### config.mk
export PLATFORM = sky130hd
export DESIGN_NAME = positional_array_list
export DESIGN_NICKNAME = d
export VERILOG_FILES = /design/src/rtl/pal_pkg.sv /design/src/rtl/pal_store.sv /design/src/rtl/pal_seq.sv /design/src/rtl/positional_array_list.sv
export SDC_FILE = /design/constraint.sdc
export NUM_CORES = 1
export LEC_CHECK = 0
export ABC_CLOCK_PERIOD_IN_PS = 4800
export BUFFER_PORTS_ARGS = -buffer_cell sky130_fd_sc_hd__buf_2
export CAP_MARGIN = 10
export CELL_PAD_IN_SITES_DETAIL_PLACEMENT = 0
export CELL_PAD_IN_SITES_GLOBAL_PLACEMENT = 1
export CORE_MARGIN = 3
export CORE_UTILIZATION = 38
export CTS_CLUSTER_SIZE = 16
export DETAILED_ROUTE_END_ITERATION = 10
export PLACE_DENSITY_LB_ADDON = 0.1
export SETUP_SLACK_MARGIN = 0.15
export SYNTH_ARGS = -nofsm -noshare
export SYNTH_HDL_FRONTEND = slang
export SYNTH_SLANG_ARGS = --single-unit
### constraint.sdc
create_clock -name clk_i -period 4.8 [get_ports clk_i]
set_input_delay 0.48 -clock clk_i [delete_from_list [all_inputs] [get_ports clk_i]]
set_output_delay 0.48 -clock clk_i [all_outputs]
set_load 0.05 [all_outputs]
### src/rtl/pal_pkg.sv
// ----------------------------------------------------------------------------
// pal_pkg: shared types and constants of the positional array list
// Holds the list capacity, derived widths, operation and status codes, the
// payload structs of both channels and the struct for the entry store port.
// ----------------------------------------------------------------------------
`default_nettype none

package pal_pkg;

  // Number of entries the list can hold.
  localparam int unsigned Capacity = 8;
  // Width of an entry index and of the entry count.
  localparam int unsigned IdxW = (Capacity > 1) ? $clog2(Capacity) : 1;
  localparam int unsigned CntW = $clog2(Capacity + 1);
  // Width used to compare an insert position against count + 1.
  localparam int unsigned CmpW = ((CntW > 4) ? CntW : 4) + 1;

  typedef logic [IdxW-1:0] pal_idx_t;
  typedef logic [CntW-1:0] pal_cnt_t;

  typedef enum logic [1:0] {
    OP_INSERT = 2'd0,
    OP_FIND   = 2'd1,
    OP_CLEAR  = 2'd2
  } pal_op_e;

  typedef enum logic [1:0] {
    ST_OK        = 2'd0,
    ST_BAD_POS   = 2'd1,
    ST_FULL      = 2'd2,
    ST_NOT_FOUND = 2'd3
  } pal_status_e;

  typedef struct packed {
    logic [1:0]         op;
    logic [3:0]         position;
    logic signed [31:0] value;
  } pal_in_t;

  typedef struct packed {
    logic [1:0] status;
    logic [3:0] found_position;
    logic [3:0] list_length;
    logic       empty_res;
  } pal_out_t;

  // Request from the sequencer to the entry store.
  typedef struct packed {
    logic        we;
    pal_idx_t    waddr;
    logic [31:0] wdata;
    pal_idx_t    raddr;
  } pal_store_req_t;

endpackage

`default_nettype wire

### src/rtl/pal_store.sv
// ----------------------------------------------------------------------------
// pal_store: entry store of the positional array list
// A small register file with one write port and one registered read port.
// ----------------------------------------------------------------------------
`default_nettype none

module pal_store
  import pal_pkg::*;
(
  input  wire logic           clk_i,
  input  wire pal_store_req_t req_i,
  output logic [31:0]         rdata_o
);

  logic [31:0] mem_q [Capacity];
  logic [31:0] rdata_q;

  // Entries are undefined until written, so the array has no reset. Read data
  // is registered and appears in the cycle after its address.
  always_ff @(posedge clk_i) begin
    if (req_i.we) begin
      mem_q[req_i.waddr] <= req_i.wdata;
    end
    rdata_q <= mem_q[req_i.raddr];
  end

  assign rdata_o = rdata_q;

endmodule

`default_nettype wire

### src/rtl/pal_seq.sv
// ----------------------------------------------------------------------------
// pal_seq: sequencer of the positional array list
// Steps one entry per cycle through the store, shifting for an insert and
// comparing for a find, and keeps the entry count.
// ----------------------------------------------------------------------------
`default_nettype none

module pal_seq
  import pal_pkg::*;
(
  input  wire logic           clk_i,
  input  wire logic           rst_ni,
  input  wire logic           start_i,
  input  wire pal_in_t        item_i,
  output logic                idle_o,
  output logic                res_valid_o,
  input  wire logic           res_take_i,
  output pal_out_t            res_o,
  output pal_store_req_t      store_req_o,
  input  wire logic [31:0]    store_rdata_i
);

  typedef enum logic [3:0] {
    S_IDLE   = 4'b0001,
    S_INSERT = 4'b0010,
    S_FIND   = 4'b0100,
    S_DONE   = 4'b1000
  } state_e;

  state_e      state_q, state_d;
  pal_cnt_t    count_q, count_d;
  pal_idx_t    idx_q, idx_d;
  pal_idx_t    tgt_q, tgt_d;
  logic [31:0] value_q, value_d;
  pal_status_e status_q, status_d;
  logic [3:0]  found_q, found_d;

  logic [CmpW-1:0] pos_ext;
  logic [CmpW-1:0] limit;
  logic            pos_bad;
  logic            last_entry;

  assign pos_ext    = CmpW'(item_i.position);
  assign limit      = CmpW'(count_q) + CmpW'(1);
  assign pos_bad    = (item_i.position == 4'd0) || (pos_ext > limit);
  assign last_entry = (CntW'(idx_q) + CntW'(1)) == count_q;

  always_comb begin
    state_d  = state_q;
    count_d  = count_q;
    idx_d    = idx_q;
    tgt_d    = tgt_q;
    value_d  = value_q;
    status_d = status_q;
    found_d  = found_q;

    store_req_o.we    = 1'b0;
    store_req_o.waddr = idx_q;
    store_req_o.wdata = store_rdata_i;
    store_req_o.raddr = idx_q;

    case (state_q)
      S_IDLE: begin
        // The store read port is registered, so the first entry needed is
        // addressed while the item is accepted.
        store_req_o.raddr = (item_i.op == OP_FIND) ? '0 :
                            IdxW'(count_q) - IdxW'(1);
        if (start_i) begin
          value_d  = item_i.value;
          status_d = ST_OK;
          found_d  = 4'd0;
          state_d  = S_DONE;
          case (item_i.op)
            OP_INSERT: begin
              if (pos_bad) begin
                status_d = ST_BAD_POS;
              end else if (count_q >= CntW'(Capacity)) begin
                status_d = ST_FULL;
              end else begin
                idx_d   = IdxW'(count_q);
                tgt_d   = IdxW'(item_i.position - 4'd1);
                state_d = S_INSERT;
              end
            end
            OP_FIND: begin
              if (count_q == '0) begin
                status_d = ST_NOT_FOUND;
              end else begin
                idx_d   = '0;
                state_d = S_FIND;
              end
            end
            OP_CLEAR: begin
              count_d = '0;
            end
            default: ;
          endcase
        end
      end
      S_INSERT: begin
        store_req_o.we    = 1'b1;
        store_req_o.raddr = idx_q - IdxW'(2);
        if (idx_q != tgt_q) begin
          // Move the entry below up one place.
          idx_d = idx_q - IdxW'(1);
        end else begin
          store_req_o.wdata = value_q;
          count_d = count_q + CntW'(1);
          state_d = S_DONE;
        end
      end
      S_FIND: begin
        store_req_o.raddr = idx_q + IdxW'(1);
        if (store_rdata_i == value_q) begin
          found_d = 4'(CntW'(idx_q) + CntW'(1));
          state_d = S_DONE;
        end else if (last_entry) begin
          status_d = ST_NOT_FOUND;
          state_d  = S_DONE;
        end else begin
          idx_d = idx_q + IdxW'(1);
        end
      end
      S_DONE: begin
        if (res_take_i) begin
          state_d = S_IDLE;
        end
      end
      default: state_d = S_IDLE;
    endcase
  end

  always_ff @(posedge clk_i or negedge rst_ni) begin
    if (!rst_ni) begin
      state_q <= S_IDLE;
      count_q <= '0;
    end else begin
      state_q <= state_d;
      count_q <= count_d;
    end
  end

  always_ff @(posedge clk_i) begin
    idx_q    <= idx_d;
    tgt_q    <= tgt_d;
    value_q  <= value_d;
    status_q <= status_d;
    found_q  <= found_d;
  end

  assign idle_o      = (state_q == S_IDLE);
  assign res_valid_o = (state_q == S_DONE);

  assign res_o.status         = status_q;
  assign res_o.found_position = found_q;
  assign res_o.list_length    = 4'(count_q);
  assign res_o.empty_res      = (count_q == '0);

endmodule

`default_nettype wire

### src/rtl/positional_array_list.sv
// ----------------------------------------------------------------------------
// positional_array_list: fixed-capacity list of signed 32-bit values
// A clear, an undefined operation, a rejected insert or a find on an empty
// list goes straight to its result item; an insert at position p shifts
// the entries from the end down to p, a find compares from entry 1 up to its
// first match or the last entry. One entry is handled per cycle. The next
// item is accepted only once the previous result item has entered the
// output register. Reset empties the list; entries are not cleared.
// ----------------------------------------------------------------------------
`default_nettype none

module positional_array_list
  import pal_pkg::*;
(
  input  wire logic     clk_i,
  input  wire logic     rst_ni,
  input  wire logic     in_valid_i,
  output logic          in_ready_o,
  input  wire pal_in_t  in_data_i,
  output logic          out_valid_o,
  input  wire logic     out_ready_i,
  output pal_out_t      out_data_o
);

  logic           seq_idle;
  logic           res_valid;
  logic           res_take;
  pal_out_t       res;
  pal_store_req_t store_req;
  logic [31:0]    store_rdata;

  logic     out_valid_q;
  pal_out_t out_data_q;

  // A new item is taken whenever the sequencer is idle, even while the
  // previous result item still waits in the output register.
  assign in_ready_o = seq_idle;

  // The finished result moves into the output register once that is free
  // or is being emptied in this cycle.
  assign res_take = res_valid && (!out_valid_q || out_ready_i);

  pal_seq u_seq (
    .clk_i         (clk_i),
    .rst_ni        (rst_ni),
    .start_i       (in_valid_i && seq_idle),
    .item_i        (in_data_i),
    .idle_o        (seq_idle),
    .res_valid_o   (res_valid),
    .res_take_i    (res_take),
    .res_o         (res),
    .store_req_o   (store_req),
    .store_rdata_i (store_rdata)
  );

  pal_store u_store (
    .clk_i   (clk_i),
    .req_i   (store_req),
    .rdata_o (store_rdata)
  );

  // Output register: holds the result item steady until it is taken.
  always_ff @(posedge clk_i or negedge rst_ni) begin
    if (!rst_ni) begin
      out_valid_q <= 1'b0;
    end else if (res_take) begin
      out_valid_q <= 1'b1;
    end else if (out_ready_i) begin
      out_valid_q <= 1'b0;
    end
  end

  always_ff @(posedge clk_i) begin
    if (res_take) begin
      out_data_q <= res;
    end
  end

  assign out_valid_o = out_valid_q;
  assign out_data_o  = out_data_q;

endmodule

`default_nettype wire

Word level (Yosys, flattened, before mapping)

Memories as Yosys holds them, arrays and structs flattened. A register that Yosys moved wholly into a read port is not among the register bits.
Index checks and enable logic that the tools add are counted.

Bits in registers: 64
Bits in latches: 0
RAM bits: 256
ROM bits: 0
Bits of input ports: 42
Output and inout bits: 13
Word-level logic and storage cells: 110
Memories: 1

Memories:

| memory        | depth | width | rd ports | clocked after memory_dff | write ports | RTL line        | text |
|---|---|---|---|---|---|---|---|
| u_store.mem_q | 8     | 32    | 1        | 1                        | 1           | pal_store.sv:15 | `logic [31:0] mem_q [Capacity];` |

Add/sub/neg operators: 8
$mul: 0
Divide/modulo/power cells: 0
Magnitude comparators: 2
Equality and inequality tests: 23
Shift operators: 0
Mux-type cells: 43
Bitwise operators: 2
Reduce and logical (&&, ||, !) cells: 19

Operators by type and width:

| cell                                                   | number |
|---|---|
| 2-to-1 mux 32 bit                                      | 2 |
| 2-to-1 mux 4 bit                                       | 13 |
| == test 32 bit                                         | 1 |
| 2-to-1 mux 3 bit                                       | 8 |
| case mux 4 bit (2 select lines)                        | 3 |
| case mux 3 bit (3 select lines)                        | 2 |
| case mux 4 bit (4 select lines)                        | 1 |
| 2-to-1 mux 2 bit                                       | 6 |
| inequality test 2 x 1 -> 1 bit (second input constant) | 6 |
| AND reduction 4 bit                                    | 3 |
| inequality test 3 bit (second input constant)          | 3 |
| AND reduction 9 bit                                    | 1 |
| subtractor 3 x 1 -> 3 bit (second input constant)      | 3 |
| logical NOT 4 bit                                      | 2 |
| case mux 2 bit (2 select lines)                        | 2 |
| inequality test 2 bit (second input constant)          | 3 |
| inequality test 3 x 1 -> 1 bit (second input constant) | 2 |
| case mux 3 bit (2 select lines)                        | 1 |
| nonzero test 2 bit                                     | 3 |
| adder 4 x 1 -> 5 bit (second input constant)           | 1 |
| > comparator 4 x 5 -> 1 bit                            | 1 |
| 2-to-1 mux 1 bit                                       | 5 |
| AND reduction 5 bit                                    | 1 |
| adder 3 x 1 -> 4 bit (second input constant)           | 1 |
| other kinds (20)                                       | 23 |

Logic depth before layout (Yosys ltp)

Depth after elaboration: 7
Depth in mapped cells: 11
Depth with buffers taken out: 10

Cells and area by module

A second synthesis with hierarchy kept.

Cell total of the unflattened synthesis: 691
Area total of the unflattened synthesis: 13999.7 sq um

By module, submodules not included:

| module                | times used | cells each | area an instance (sq um) | seq. area each (sq um) |
|---|---|---|---|---|
| pal_store             | 1          | 415        | 10466.3                  | 8328.0 |
| pal_seq               | 1          | 260        | 3153.0                   | 1522.7 |
| positional_array_list | 1          | 16         | 380.4                    | 355.3 |

Worst setup path after synthesis

No wires, ideal clock.

Path type: reg-to-reg
Start point: reg u_seq.state_q[3]
End point: reg u_seq.count_q[2]
Arrival time: 2816 ps
Data required time: 4663 ps
Setup slack: 1847 ps
Stages on the path, launching flop included: 10
Path buffers: 2
Clock period less this slack: 2953 ps
Cell sequence: dfrtp_1 buf_6 or4b_4 buf_6 inv_1 nand2_1 inv_1 nand3b_1 a21oi_1 mux2i_1

Word-level cells in the longest chain between the ends: 4

Ends and longest elaborated chain:

| item                                     | RTL line                    | text |
|---|---|---|
| start, declared                          | pal_seq.sv:30               | `state_e state_q, state_d;` |
| start signal, assigned                   | pal_seq.sv:138              | `state_q <= state_d;` |
| == test 4 x 1 -> 1 bit (*)               | pal_seq.sv:151              | `assign idle_o = (state_q == S_IDLE);` |
| named net in_ready_o                     | positional_array_list.sv:18 | `output logic in_ready_o,` |
| logical AND 1 bit                        | positional_array_list.sv:46 | `.start_i (in_valid_i && seq_idle),` |
| inequality test 2 x 1 -> 1 bit (no line) | n/a                         |  |
| AND reduction 4 bit (no line)            | n/a                         |  |
| end signal, assigned                     | pal_seq.sv:139              | `count_q <= count_d;` |
| end, declared                            | pal_seq.sv:31               | `pal_cnt_t count_q, count_d;` |

Mark *: on every way through the listed nets, which the timed path passes. The rest lies on a longest branch.
A chain may end at the register's enable or synchronous reset.

Worst setup path in the final report

Start point: reg u_seq.idx_q[0]
End point: reg u_store.rdata_q[13] (netlist: u_store.rdata_o[13]), read port of u_store.mem_q

Word-level cells in the longest chain between the ends: 2

Ends and longest elaborated chain:

| item                                                              | RTL line                       | text |
|---|---|---|
| start, declared                                                   | pal_seq.sv:32                  | `pal_idx_t idx_q, idx_d;` |
| start signal, assigned                                            | pal_seq.sv:144                 | `idx_q <= idx_d;` |
| adder 3 x 1 -> 3 bit or subtractor 3 x 2 -> 3 bit (tied branches) | pal_seq.sv:113, pal_seq.sv:102 |  |
| case mux 3 bit (3 select lines) (*)                               | pal_seq.sv:62                  | `case (state_q)` |
| end, declared                                                     | pal_store.sv:16                | `logic [31:0] rdata_q;` |

Mark *: on every way between the ends. The rest lies on a longest branch, timed or not.

==> key figures <==
Clock network
  – TritonCTS Buffers: 40
  – Max H-tree Level: 2
  – CTS Sinks: 352
  – CTS tree: yes
  – Clk_lat worst skew: 0.55 ns
  – Post CTS Setup Buffer Count: 0
  – Max clock buf depth: 3
  – CTS root buf: clkbuf_16
  – Clock-pin transition on the worst setup and hold timing paths: 0.06 ns

Critical path
  – Critical path capture point type: flop
  – Worst-path fanout max: 92
  – Crit Path Class: flop to flop
  – Critical path arrival: 3.71 ns
  – Worst setup SP type: flop
  – Worst EP required: 5.25 ns

Synthesis
  – Mapped Area: 0.0143 mm2
  – Synth top cells by count: edfxtp_1, mux2i_1, xor2_1
  – Syn_nets: 871
  – Synth Flop Type: edfxtp_1
  – Top cells by area, synth: edfxtp_1, mux2i_1, dfxtp_1
  – Post-synthesis cell type count: 55
  – Sequential area share after synthesis: 0.715
  – Mean post-synth cell area: 17.5 um2
  – Number of flops mapped to enable cells by yosys: 311
  – Yosys Warn Count: 0
  – Top-count cell post-synth: edfxtp_1
  – Syn Inst Count: 816
  – Async SR Flop Fraction: 0.0256
  – Seq cells post-synth: 352
  – Yosys top cell area share: 0.654
  – Post-synth top area cell: edfxtp_1

Place
  – I/O Buffers: 54
  – HPWL Detailed: 20100 um
  – Pre-CTS setup slack: 1.62 ns
  – DP Area: 0.0151 mm2
  – GPL Wtd Cong: 0.785
  – Placed instance count: 1318

Layout
  – Final Instance Count excl. Fillers: 1391
  – Area delta synth->final: 15.0%
  – Ant diodes: 0
  – Multi-input gate area: 0.00379 mm2
  – Net count reported at finish: 948
  – Filler Cell Count: 3236
  – Cell area after layout: 0.0164 mm2
  – Fraction of layout cells with a size suffix above 1: 0.234
  – Register area: 0.0102 mm2

Detailed routing
  – Antenna Violating Nets Remaining: 0
  – Routed Wire Length: 33700 um
  – First drt pass iteration count: 6
  – Post-route DRC: 0
  – First DRT Iteration DRCs: 419
  – Via density: 5.24
  – Routed vias: 7288
  – WL per Instance: 24.3 um

Global routing
  – Global routing usage on met2: 0.290
  – GR met3 Demand/Resource: 0.0327
  – Vias in the first global route: 7698
  – Largest net degree at the start of global routing: 93
  – Grt ovf: 0
  – Busiest grt layer: met2
  – Met1 Resource Use GR: 0.226
  – Antenna violations before repair: 0
  – GR Util All Layers: 0.170
  – First-pass GRT wire length: 49300 um

Min path
  – Hold WC Path Type: input port to flop

Timing
  – Relative slew slack: 0.332
  – Fin crit share: 0.678
  – Final hold viol count: 0
  – TNS Setup: 0 ns
  – Worst clock skew: 0.0109 ns
  – Fmax: 0.307 GHz
  – Setup ws final: 1.55 ns
  – Fin. max-slew vios: 0
  – Tightest Pin Transition: 0.994 ns
  – Unrepaired setup endpoints after global routing: no
  – Final setup vio count: 0
  – Tmin final: 3.25 ns

Flow run
  – Max-cap violation count: 0

Pwr
  – Peak supply drop: 0.000617 V
  – PwrDens: 702 mW/mm2
  – Leakage: 5.92 nW

Floorplanning
  – Starting Density: 0.388
  – Die height: 200 um
  – Chip Width: 200 um
  – Core ar.: 0.0368 mm2
  – Die footprint: 0.0399 mm2
  – Row count: 70
  – Total I/O pin count: 55

Outcome
  – Status: complete, no violations
-- registers in the layout, summed over array words and instances (netlist names) --
signal and count:
u_seq.state_q 4, u_seq.tgt_q 3, out_data_o 11, u_seq.found_q 4
out_valid_o 1, u_store.mem_q 256, u_seq.idx_q 3, u_seq.value_q 32
u_seq.count_q 4, u_seq.status_q 2, u_store.rdata_o 32
-- metal layers --
layer  vias up  part of all wire  wire, um
li1       3380                 -         -
met2       132              0.50     16800
met3        43             0.037      1230
met1      3733              0.45     15100
met5         -                 0         0
met4         0             0.017       561
-- through the flow --
stage | power, W | hold WS [ns] | util
floorplan | 0.00757 | 0.184 | -
global placement | 0.00852 | 0.371 | 0.410
detailed placement | 0.00862 | 0.380 | 0.410
CTS | 0.0117 | 0.0669 | 0.446
global route | 0.0121 | 0.0689 | 0.446
finish | 0.0115 | 0.102 | 0.446
-- layout by cell type (no fill, tap or decap), types with 9 or more instances in the layout --
cell       netlist  final
mux2_2          33     33
inv_1           13     12
nand3_1          9      9
dfxtp_1         32     32
mux2i_1        123    123
buf_4            7     18
nand2_1         12     11
clkbuf_16        0     42
clkbuf_1         9     11
a22o_1          30     30
buf_2           12     54
ha_1            13     13
nor2_1          18     17
a221oi_2        31     30
edfxtp_1       311    311
xor2_1          40     40
-- worst max-delay path: stages, from the launching register on --
cell and delay, ns:
edfxtp_1 0.66, inv_1 0.18, ha_1 0.42, nand2_1 0.10, o22ai_1 0.13, a221oi_4 0.32
buf_12 0.51, mux2i_1 0.21, a22o_1 0.29, a221oi_2 0.18
-- kinds of logic (layout without fill, tap and decap cells) --
family | count (synthesis) | count (layout) | synth area share
AO/OA/AOI/OAI | 98 | 98 | 0.0689
XOR/XNOR | 45 | 45 | 0.0276
multiplexers | 158 | 158 | 0.116
flip-flops | 352 | 352 | 0.715
buffers and inverters | 54 | 161 | 0.0223
adder cells (fa/ha/maj) | 13 | 13 | 0.0114
AND/OR/NAND/NOR | 96 | 96 | 0.0392
-- worst paths after layout --
kind                                   startpoint                  end  slack, ns  depth (start not counted)
worst max register to register     u_seq.idx_q[0]  u_store.rdata_o[13]       1.55                          9
min in group asynchronous                  rst_ni     u_seq.state_q[1]       0.34                          2
worst max-delay path               u_seq.idx_q[0]  u_store.rdata_o[13]       1.55                          9
worst min register to register  u_seq.status_q[0]        out_data_o[9]       0.42                          0
max in group asynchronous                  rst_ni     u_seq.state_q[0]       4.19                          2
worst min-delay path                in_data_i[27]    u_seq.value_q[27]       0.10                          1
-- where the power goes --
part	internal, W	switching, W
logic	0.00173	0.00252
registers	0.00402	0.000240
clock network	0.00185	0.00117
-- layout make-up --
class | instances | share of cell area
well taps | 468 | 0.0357
repair buffers | 76 | 0.0290
clock buffers | 55 | 0.0682
multi-input cells | 410 | 0.231
flip-flops and latches | 352 | 0.622
inverters | 13 | 0.00297
clock inverters | 17 | 0.0117
-- timing repair --
action,CTS,global route
hold buffers,1,0
endpoints found under the hold margin,8,0
resized for setup,0,0
No activity file was read; power rests on OpenSTA's default activity.
